File: src/scd_pkg.sv
// Shared types, codes and constants of the serial command deframer.
package scd_pkg;

  typedef enum logic [2:0] {
    ST_OK         = 3'd0,
    ST_TEXT_SHORT = 3'd1,
    ST_TEXT_LONG  = 3'd2,
    ST_SIZE_LARGE = 3'd3,
    ST_BAD_FOOTER = 3'd4
  } status_e;

  localparam logic KIND_TEXT = 1'b0;
  localparam logic KIND_BIN  = 1'b1;

  localparam logic [7:0]  SYNC_BYTE0  = 8'hAB;
  localparam logic [7:0]  SYNC_BYTE1  = 8'hCD;
  localparam logic [7:0]  FOOT_BYTE0  = 8'hDC;
  localparam logic [7:0]  FOOT_BYTE1  = 8'hBA;
  localparam logic [7:0]  TEXT_TERM   = 8'h3B;
  localparam logic [7:0]  CHAR_FIRST  = 8'h41;
  localparam logic [7:0]  CHAR_LAST   = 8'h5A;
  localparam logic [15:0] ID_OBF_OFF  = 16'h0514;
  localparam logic [15:0] ID_OBF_ON   = 16'h6902;
  localparam int unsigned BodyOverhead = 8;

  localparam int unsigned QDepth = 4;
  localparam int unsigned QPtrW  = $clog2(QDepth);
  localparam int unsigned QCntW  = $clog2(QDepth + 1);

  typedef struct packed {
    logic       kind;
    logic [7:0] data;
    logic [7:0] index;
    logic       last;
    status_e    status;
  } item_t;

  // One request from the parser: one item, or two when pair is set.
  typedef struct packed {
    item_t it0;
    item_t it1;
    logic  pair;
  } cmd_t;

  function automatic logic [7:0] obf_key(input logic [3:0] pos);
    logic [7:0] k;
    case (pos)
      4'd0:    k = 8'h16;
      4'd1:    k = 8'h6C;
      4'd2:    k = 8'h14;
      4'd3:    k = 8'hE6;
      4'd4:    k = 8'h2E;
      4'd5:    k = 8'h91;
      4'd6:    k = 8'h0D;
      4'd7:    k = 8'h40;
      4'd8:    k = 8'h21;
      4'd9:    k = 8'h35;
      4'd10:   k = 8'hD5;
      4'd11:   k = 8'h40;
      4'd12:   k = 8'h13;
      4'd13:   k = 8'h03;
      4'd14:   k = 8'hE9;
      default: k = 8'h80;
    endcase
    return k;
  endfunction

endpackage

File: src/scd_parser.sv
// Front end: frame parser that turns received bytes into emit requests.
module scd_parser import scd_pkg::*; #(
  parameter int unsigned BUFFER_BYTES   = 256,
  parameter int unsigned TEXT_MAX_CHARS = 14
) (
  input  logic       clk_i,
  input  logic       rst_ni,
  input  logic       in_valid_i,
  output logic       in_ready_o,
  input  logic [7:0] rx_byte_i,
  input  logic       q_room_i,
  output logic       push_o,
  output cmd_t       cmd_o
);

  localparam int unsigned SizeMax = BUFFER_BYTES - BodyOverhead;
  localparam int unsigned CntW    = $clog2(SizeMax + 3);
  localparam int unsigned TlW     = $clog2(TEXT_MAX_CHARS + 1);

  typedef enum logic [2:0] {
    M_IDLE, M_TEXT, M_SYNC, M_SIZE_LO, M_SIZE_HI, M_BODY, M_FOOT1, M_FOOT2
  } mode_e;

  mode_e           mode_q, mode_d;
  logic            obf_q, obf_d;
  logic [CntW-1:0] size_q, size_d;
  logic [7:0]      size_lo_q, size_lo_d;
  logic [CntW-1:0] cnt_q, cnt_d;
  logic [7:0]      held_q, held_d;
  logic [TlW-1:0]  tlen_q, tlen_d;
  logic            push_q, push_d;
  cmd_t            cmd_q, cmd_d;

  logic            accept;
  logic [TlW-1:0]  tlen_inc;
  logic [CntW-1:0] cnt_inc;
  logic [15:0]     size_word;
  logic [15:0]     body_id;
  logic            obf_new;
  logic [7:0]      key_cur;

  assign in_ready_o = q_room_i;
  assign accept     = in_valid_i && q_room_i;
  assign tlen_inc   = tlen_q + TlW'(1);
  assign cnt_inc    = cnt_q + CntW'(1);
  assign size_word  = {rx_byte_i, size_lo_q};
  assign body_id    = {rx_byte_i, held_q};
  assign key_cur    = obf_q ? obf_key(cnt_q[3:0]) : 8'h00;

  always_comb begin
    obf_new = obf_q;
    if (body_id == ID_OBF_OFF) begin
      obf_new = 1'b0;
    end
    if (body_id == ID_OBF_ON) begin
      obf_new = 1'b1;
    end
  end

  always_comb begin
    mode_d    = mode_q;
    obf_d     = obf_q;
    size_d    = size_q;
    size_lo_d = size_lo_q;
    cnt_d     = cnt_q;
    held_d    = held_q;
    tlen_d    = tlen_q;
    push_d    = 1'b0;
    cmd_d     = '0;
    if (accept) begin
      unique case (mode_q)
        M_IDLE: begin
          if (rx_byte_i >= CHAR_FIRST && rx_byte_i <= CHAR_LAST) begin
            push_d          = 1'b1;
            cmd_d.it0.kind  = KIND_TEXT;
            cmd_d.it0.data  = rx_byte_i;
            tlen_d          = TlW'(1);
            mode_d          = M_TEXT;
          end else if (rx_byte_i == SYNC_BYTE0) begin
            mode_d = M_SYNC;
          end
        end
        M_TEXT: begin
          push_d         = 1'b1;
          cmd_d.it0.kind = KIND_TEXT;
          if (rx_byte_i == TEXT_TERM) begin
            cmd_d.it0.index  = 8'(tlen_q);
            cmd_d.it0.last   = 1'b1;
            cmd_d.it0.status = (tlen_q >= TlW'(2)) ? ST_OK : ST_TEXT_SHORT;
            mode_d           = M_IDLE;
          end else begin
            cmd_d.it0.data  = rx_byte_i;
            cmd_d.it0.index = 8'(tlen_q);
            tlen_d          = tlen_inc;
            if (tlen_inc >= TlW'(TEXT_MAX_CHARS)) begin
              cmd_d.pair       = 1'b1;
              cmd_d.it1.kind   = KIND_TEXT;
              cmd_d.it1.index  = 8'(tlen_inc);
              cmd_d.it1.last   = 1'b1;
              cmd_d.it1.status = ST_TEXT_LONG;
              mode_d           = M_IDLE;
            end
          end
        end
        M_SYNC: begin
          if (rx_byte_i == SYNC_BYTE1) begin
            mode_d = M_SIZE_LO;
          end else if (rx_byte_i != SYNC_BYTE0) begin
            mode_d = M_IDLE;
          end
        end
        M_SIZE_LO: begin
          size_lo_d = rx_byte_i;
          mode_d    = M_SIZE_HI;
        end
        M_SIZE_HI: begin
          if (size_word > 16'(SizeMax)) begin
            push_d           = 1'b1;
            cmd_d.it0.kind   = KIND_BIN;
            cmd_d.it0.last   = 1'b1;
            cmd_d.it0.status = ST_SIZE_LARGE;
            mode_d           = M_IDLE;
          end else begin
            size_d = size_word[CntW-1:0];
            cnt_d  = '0;
            mode_d = M_BODY;
          end
        end
        M_BODY: begin
          if (cnt_q == '0) begin
            held_d = rx_byte_i;
          end else if (cnt_q == CntW'(1)) begin
            obf_d           = obf_new;
            push_d          = 1'b1;
            cmd_d.pair      = 1'b1;
            cmd_d.it0.kind  = KIND_BIN;
            cmd_d.it0.data  = held_q ^ (obf_new ? obf_key(4'd0) : 8'h00);
            cmd_d.it1.kind  = KIND_BIN;
            cmd_d.it1.data  = rx_byte_i ^ (obf_new ? obf_key(4'd1) : 8'h00);
            cmd_d.it1.index = 8'd1;
          end else begin
            push_d          = 1'b1;
            cmd_d.it0.kind  = KIND_BIN;
            cmd_d.it0.data  = rx_byte_i ^ key_cur;
            cmd_d.it0.index = 8'(cnt_q);
          end
          cnt_d = cnt_inc;
          if ({1'b0, cnt_inc} >= {1'b0, size_q} + (CntW + 1)'(2)) begin
            mode_d = M_FOOT1;
          end
        end
        M_FOOT1: begin
          if (rx_byte_i == FOOT_BYTE0) begin
            mode_d = M_FOOT2;
          end else begin
            push_d           = 1'b1;
            cmd_d.it0.kind   = KIND_BIN;
            cmd_d.it0.index  = 8'(cnt_q);
            cmd_d.it0.last   = 1'b1;
            cmd_d.it0.status = ST_BAD_FOOTER;
            mode_d           = M_IDLE;
          end
        end
        M_FOOT2: begin
          push_d           = 1'b1;
          cmd_d.it0.kind   = KIND_BIN;
          cmd_d.it0.index  = 8'(cnt_q);
          cmd_d.it0.last   = 1'b1;
          cmd_d.it0.status = (rx_byte_i == FOOT_BYTE1) ? ST_OK : ST_BAD_FOOTER;
          mode_d           = M_IDLE;
        end
        default: begin
          mode_d = M_IDLE;
        end
      endcase
    end
  end

  always_ff @(posedge clk_i or negedge rst_ni) begin
    if (!rst_ni) begin
      mode_q    <= M_IDLE;
      obf_q     <= 1'b1;
      size_q    <= '0;
      size_lo_q <= '0;
      cnt_q     <= '0;
      held_q    <= '0;
      tlen_q    <= '0;
      push_q    <= 1'b0;
      cmd_q     <= '0;
    end else begin
      mode_q    <= mode_d;
      obf_q     <= obf_d;
      size_q    <= size_d;
      size_lo_q <= size_lo_d;
      cnt_q     <= cnt_d;
      held_q    <= held_d;
      tlen_q    <= tlen_d;
      push_q    <= push_d;
      cmd_q     <= cmd_d;
    end
  end

  assign push_o = push_q;
  assign cmd_o  = cmd_q;

endmodule

File: src/scd_queue.sv
// Request queue between the parser and the emitter.
module scd_queue import scd_pkg::*; (
  input  logic clk_i,
  input  logic rst_ni,
  input  logic push_i,
  input  cmd_t cmd_i,
  input  logic pop_i,
  output logic valid_o,
  output cmd_t head_o,
  output logic room_o
);

  cmd_t             mem_q [QDepth];
  logic [QPtrW-1:0] wr_ptr_q, rd_ptr_q;
  logic [QCntW-1:0] count_q;
  logic             do_pop;

  assign valid_o = (count_q != '0);
  assign do_pop  = pop_i && valid_o;
  // space for one request in flight plus the one being accepted
  assign room_o  = (count_q < QCntW'(QDepth - 1));

  always_ff @(posedge clk_i) begin
    if (push_i) begin
      mem_q[wr_ptr_q] <= cmd_i;
    end
  end

  assign head_o = mem_q[rd_ptr_q];

  always_ff @(posedge clk_i or negedge rst_ni) begin
    if (!rst_ni) begin
      wr_ptr_q <= '0;
      rd_ptr_q <= '0;
      count_q  <= '0;
    end else begin
      if (push_i) begin
        wr_ptr_q <= wr_ptr_q + QPtrW'(1);
      end
      if (do_pop) begin
        rd_ptr_q <= rd_ptr_q + QPtrW'(1);
      end
      count_q <= count_q + QCntW'(push_i) - QCntW'(do_pop);
    end
  end

  a_count_bound : assert property (@(posedge clk_i) disable iff (!rst_ni)
    count_q <= QCntW'(QDepth))
    else $error("queue level beyond depth");

  a_no_overflow : assert property (@(posedge clk_i) disable iff (!rst_ni)
    push_i |-> (count_q < QCntW'(QDepth)) || pop_i)
    else $error("request written into full queue");

  a_push_grows : assert property (@(posedge clk_i) disable iff (!rst_ni)
    push_i && !do_pop |=> count_q == $past(count_q) + QCntW'(1))
    else $error("queue level did not follow write");

endmodule

File: src/scd_emitter.sv
// Back end: expands queued requests into result items behind an output register.
module scd_emitter import scd_pkg::*; (
  input  logic  clk_i,
  input  logic  rst_ni,
  input  logic  q_valid_i,
  input  cmd_t  q_cmd_i,
  output logic  pop_o,
  output logic  out_valid_o,
  input  logic  out_ready_i,
  output item_t out_item_o
);

  logic  out_valid_q;
  item_t out_item_q;
  logic  sec_valid_q;
  item_t sec_item_q;
  logic  free;

  assign free  = !out_valid_q || out_ready_i;
  assign pop_o = free && !sec_valid_q && q_valid_i;

  always_ff @(posedge clk_i or negedge rst_ni) begin
    if (!rst_ni) begin
      out_valid_q <= 1'b0;
      sec_valid_q <= 1'b0;
    end else if (free) begin
      if (sec_valid_q) begin
        out_valid_q <= 1'b1;
        sec_valid_q <= 1'b0;
      end else begin
        out_valid_q <= q_valid_i;
        sec_valid_q <= q_valid_i && q_cmd_i.pair;
      end
    end
  end

  always_ff @(posedge clk_i) begin
    if (free) begin
      if (sec_valid_q) begin
        out_item_q <= sec_item_q;
      end else if (q_valid_i) begin
        out_item_q <= q_cmd_i.it0;
        sec_item_q <= q_cmd_i.it1;
      end
    end
  end

  assign out_valid_o = out_valid_q;
  assign out_item_o  = out_item_q;

  a_sec_behind_out : assert property (@(posedge clk_i) disable iff (!rst_ni)
    sec_valid_q |-> out_valid_q)
    else $error("second item pending without a first");

  a_pop_when_free : assert property (@(posedge clk_i) disable iff (!rst_ni)
    pop_o |-> free && !sec_valid_q)
    else $error("request taken while output busy");

  a_pair_holds_sec : assert property (@(posedge clk_i) disable iff (!rst_ni)
    pop_o && q_cmd_i.pair |=> sec_valid_q && out_valid_q)
    else $error("second item of a pair lost");

endmodule

File: src/serial_command_deframer.sv
// Serial command deframer top level: stream ports around parser, queue and emitter.
//
// Input channel s_axis: one received byte per request on tdata[7:0].
// Output channel m_axis: one result item per request. tdata carries the
// character or deobfuscated body byte, the position in the frame and the
// status code; tuser carries the frame kind (0 text, 1 binary); tlast marks
// the closing item of a frame.
// Throughput: one byte per cycle in while the queue has room, one item per
// cycle out while the receiver is ready. A byte that yields two items (second
// body byte, overlong text) holds the emitter for its second item, absorbed by the request queue.
// An accepted byte reaches the output through the parser register, a queue
// entry, then the output register.
// Reset puts the parser in idle with obfuscation on and empties the queue
// and the output register.
// When the receiver stalls, the output register holds its item, the queue
// fills, and s_axis_tready_o drops once fewer than two queue entries are free.
module serial_command_deframer import scd_pkg::*; #(
  parameter int unsigned BUFFER_BYTES   = 256,
  parameter int unsigned TEXT_MAX_CHARS = 14
) (
  input  logic        clk_i,
  input  logic        rst_ni,
  input  logic        s_axis_tvalid_i,
  output logic        s_axis_tready_o,
  input  logic [7:0]  s_axis_tdata_i,   // [7:0] rx_byte
  output logic        m_axis_tvalid_o,
  input  logic        m_axis_tready_i,
  output logic [23:0] m_axis_tdata_o,   // [7:0] data, [15:8] body_index, [18:16] status
  output logic        m_axis_tuser_o,   // [0] frame_kind
  output logic        m_axis_tlast_o
);

  logic  push;
  cmd_t  push_cmd;
  logic  q_room;
  logic  q_valid;
  cmd_t  q_head;
  logic  pop;
  item_t out_item;

  scd_parser #(
    .BUFFER_BYTES  (BUFFER_BYTES),
    .TEXT_MAX_CHARS(TEXT_MAX_CHARS)
  ) u_parser (
    .clk_i     (clk_i),
    .rst_ni    (rst_ni),
    .in_valid_i(s_axis_tvalid_i),
    .in_ready_o(s_axis_tready_o),
    .rx_byte_i (s_axis_tdata_i),
    .q_room_i  (q_room),
    .push_o    (push),
    .cmd_o     (push_cmd)
  );

  scd_queue u_queue (
    .clk_i  (clk_i),
    .rst_ni (rst_ni),
    .push_i (push),
    .cmd_i  (push_cmd),
    .pop_i  (pop),
    .valid_o(q_valid),
    .head_o (q_head),
    .room_o (q_room)
  );

  scd_emitter u_emitter (
    .clk_i      (clk_i),
    .rst_ni     (rst_ni),
    .q_valid_i  (q_valid),
    .q_cmd_i    (q_head),
    .pop_o      (pop),
    .out_valid_o(m_axis_tvalid_o),
    .out_ready_i(m_axis_tready_i),
    .out_item_o (out_item)
  );

  assign m_axis_tdata_o = {5'b0, out_item.status, out_item.index, out_item.data};
  assign m_axis_tuser_o = out_item.kind;
  assign m_axis_tlast_o = out_item.last;

endmodule
File: config.mk
export PLATFORM = sky130hd
export DESIGN_NAME = serial_command_deframer
export DESIGN_NICKNAME = d
export VERILOG_FILES = /design/src/scd_pkg.sv /design/src/scd_parser.sv /design/src/scd_queue.sv /design/src/scd_emitter.sv /design/src/serial_command_deframer.sv
export SDC_FILE = /design/constraint.sdc
export NUM_CORES = 1
export LEC_CHECK = 0
export BUFFER_PORTS_ARGS = -buffer_cell sky130_fd_sc_hd__buf_4
export CAP_MARGIN = 0
export CORE_ASPECT_RATIO = 0.75
export CORE_MARGIN = 8
export CORE_UTILIZATION = 56
export DETAILED_ROUTE_END_ITERATION = 16
export GPL_ROUTABILITY_DRIVEN = 0
export GPL_TIMING_DRIVEN = 0
export PLACE_DENSITY = 0.82
export SLEW_MARGIN = 20
export SYNTH_ARGS = -nofsm -noshare
export SYNTH_HDL_FRONTEND = slang
export SYNTH_SLANG_ARGS = --single-unit
File: constraint.sdc
create_clock -name clk_i -period 2.9 [get_ports clk_i]
set_input_delay 0.58 -clock clk_i [delete_from_list [all_inputs] [get_ports clk_i]]
set_output_delay 0.58 -clock clk_i [all_outputs]
set_load 0.05 [all_outputs]
==> results.yml <==
synth:
  cell_area_after_technology_mapping_um2: 11400
  synth.top_cell.area_share: 0.473
  synth-seq-cells: 265
  synth_area_leaders: "edfxtp_1 47%, dfrtp_1 19%, mux4_2 7.7%"
  postSynthCellCount: 742
  share_of_flip_flops_with_an_asynchronous_set_or_reset: 0.325
  number_of_synthesis_warnings: 0
  synth.yosys.seq_area_share: 0.663
  yosys.area.top_type: "edfxtp_1"
  synth-edff-count: 179
  synthFlopType: "edfxtp_1"
  synthDistinctLibCells: 73
  synth.avg_cell_area_um2: 15.3
sta:
  worst_slack_ns: 0.159
  timing.final.setup_violations: 0
  slew_headroom: 0.363
  rsz0062_at_grt: "no"
  fmax_ghz: 0.365
  fin_tns_setup_ns: 0
  worst_clock_skew_ns: 0.0168
  finalHoldWorstSlack_ns: 0.0738
  min_period_ns: 2.74
  timing_worst_slew_pin_value_ns: 0.956
  timing.final.hold_violations: 0
  timing.final.max_slew_violations: 0
  period_share: 0.945
clocking:
  clock_sinks: 265
  tritoncts: "done"
  ctsHtreeMaxLevel: 1
  ctsLongestPathBuffers: 3
  clk_pin_slew_ns: 0.07
  cts_made_buffers: 25
  hold_buffers: 0
  cts_root_buffer: "clkbuf_16"
  clk_latency_ns: 0.54
pwr:
  irDropWorstVdd_mv: 0.382
  pwr_density_cell_nw_per_um2: 854
  p_leak_uw: 0.00497
global_route:
  groute.usage.overall: 0.187
  number_of_global_route_vias_before_repair: 6571
  global_route.overflow_total: 0
  antenna_violations_before_repair: 1
  grt_first_pass_wirelength_um: 37200
  grt_start_max_net_pins: 87
detailed_routing:
  route.antenna.remaining_nets: 0
  total_via_count_in_the_routed_design: 6581
  drtPass1Iterations: 5
  routed_wirelength_um: 23500
  drt_first_iter_violations: 663
  vias_per_cell: 6.05
  route.detailed.drc: 0
  routed_wire_length_per_instance_um: 21.6
placement:
  hpwl_um: 15700
  pre_cts_slack_ns: -0.176
  post-place-cells: 1040
  port_buffers: 30
status:
  outcome: "completed"
die:
  floorplan.rows: 45
  floorplan.initialDensity: 0.567
  core_area_um2: 20000
  design.die.area_um2: 25100
  pin_count: 40
  die_w_um: 180
  die_h_um: 139
finish:
  synthToLayoutAreaGrowth_pct: 13.5
  number_of_antenna_repair_diodes: 0
  total_number_of_nets_in_the_final_design: 848
  fillCellCount: 1409
  finish.cell_count_without_fillers: 1088
  layout_cells_sized_above_1: 0.239
job:
  max-cap-violations: 0
setup_path:
  critPathLaunchType: "register"
  critical_path_arrival_ns: 3.16
  worst-path-max-fanout: 10
  endpoint_class_of_the_critical_path: "register"
  worstSetupPathType: "reg2reg"
  cp_data_required_time_ns: 3.32
worst_hold_path:
  hold_path_class: "in2async"
## cell usage after synthesis (all sizes together), types with 10 or more instances
library cell    n
xor2           10
nor2b          16
o21ai          23
nor3           18
dfrtp          85
a21oi          14
clkbuf         17
ha             24
nand2          53
mux4           39
inv            22
nor2           39
edfxtp        179
buf            20
and2           16
mux2           35
nand3          12
nand2b         12
xnor2          15
## registers in the layout, summed over array words and instances (netlist names)
name,flops
u_parser.cmd_o,36
u_emitter.sec_valid_q,1
u_queue.mem_q,144
u_queue.rd_ptr_q,2
u_parser.push_o,1
u_parser.tlen_q,4
u_queue.wr_ptr_q,2
u_parser.obf_q,1
u_emitter.out_valid_o,1
u_emitter.sec_item_q,14
u_parser.held_q,8
u_parser.mode_q,3
u_parser.cnt_q,8
u_parser.size_q,8
u_parser.size_lo_q,8
u_queue.count_q,3
u_emitter.out_item_o,21
## stage by stage
step,util,area (um^2),total power [uW]
after floorplan,-,11400,7040
after global placement,0.595,11900,7790
after detailed placement,0.602,12100,7940
after CTS,0.642,12900,11100
after global routing,0.643,12900,11500
final,0.643,12900,11000
## worst max-delay path: stages, from the launching register on
cell and delay [ns]:
dfrtp_2 0.47, buf_4 0.18, inv_1 0.08, ha_1 0.14, clkbuf_1 0.35, nand4_1 0.31, nor2_1 0.67, mux2_2 0.41
## cells in the final DEF, fill, tap and decap left out, types with 5 or more instances in the layout
| cell type | n |
|---|---|
| nand2_1 | 52 |
| nor2_1 | 38 |
| o21ai_0 | 20 |
| mux2_4 | 8 |
| and2_1 | 12 |
| mux4_2 | 39 |
| nor2b_1 | 16 |
| nor3_1 | 17 |
| a32o_1 | 7 |
| xor2_1 | 10 |
| clkinv_2 | 6 |
| clkbuf_16 | 25 |
| xnor2_1 | 15 |
| edfxtp_1 | 179 |
| conb_1 | 5 |
| a211oi_1 | 6 |
| dfrtp_1 | 81 |
| clkbuf_1 | 18 |
| nand3_1 | 12 |
| nand2b_1 | 10 |
| buf_2 | 10 |
| a21oi_1 | 14 |
| buf_6 | 5 |
| mux2_2 | 27 |
| a22oi_1 | 6 |
| inv_1 | 22 |
| ha_1 | 23 |
| buf_4 | 38 |
| nor4_1 | 5 |
## path summary, 6_finish.rpt
kind                                    startpoint                     to  slack [ns]  cells after the start
worst max-delay path             u_parser.cnt_q[0]     u_parser.held_q[5]        0.16                      7
worst min-delay path                        rst_ni  u_parser.size_lo_q[5]        0.07                      1
worst max register to register   u_parser.cnt_q[0]     u_parser.held_q[5]        0.16                      7
worst min register to register  u_parser.cmd_o[16]   u_queue.mem_q[3][16]        0.49                      0
max in group asynchronous                   rst_ni      u_parser.cnt_q[0]        2.22                      1
min in group clk_i               s_axis_tdata_i[6]  u_parser.size_lo_q[6]        0.35                      2
## power by group
group / switching [uW] / internal (uW)
Sequential: 258 / 4610
Combinational: 1840 / 1180
Clock: 1410 / 1720
## what timing repair did
action | CTS | global route
pin swaps | 0 | 0
gates cloned | 0 | 0
endpoints found under the setup margin | 3 | 3
gates resized for setup | 2 | 5
setup buffers | 0 | 4
## cell type report
| cell class | count | area [um^2] | share of cell area |
|---|---|---|---|
| multi-input cells | 422 | 3590 | 0.279 |
| clock inverters | 17 | 138 | 0.0107 |
| clock buffers | 29 | 651 | 0.0505 |
| inverters | 22 | 82.6 | 0.00640 |
| repair buffers | 40 | 388 | 0.0301 |
| well taps | 258 | 323 | 0.0250 |
| plain buffers | 35 | 185 | 0.0144 |
| flip-flops and latches | 265 | 7530 | 0.584 |
## cell families after synthesis
family | share of synthesized area
other | 0.000330
multiplexers | 0.116
adder cells (fa/ha/maj) | 0.0282
AND/OR/NAND/NOR | 0.0950
AO/OA/AOI/OAI | 0.0549
buffers and inverters | 0.0240
flip-flops | 0.663
XOR/XNOR | 0.0193
## routing by layer
layer	global-route usage	up-vias	routed length, um
met5	0.0120	-	41
met2	0.306	282	11200
met4	0.0421	4	548
li1	-	2937	-
met1	0.256	3310	9960
met3	0.0380	48	1800
No activity file was read; power rests on OpenSTA's default activity.
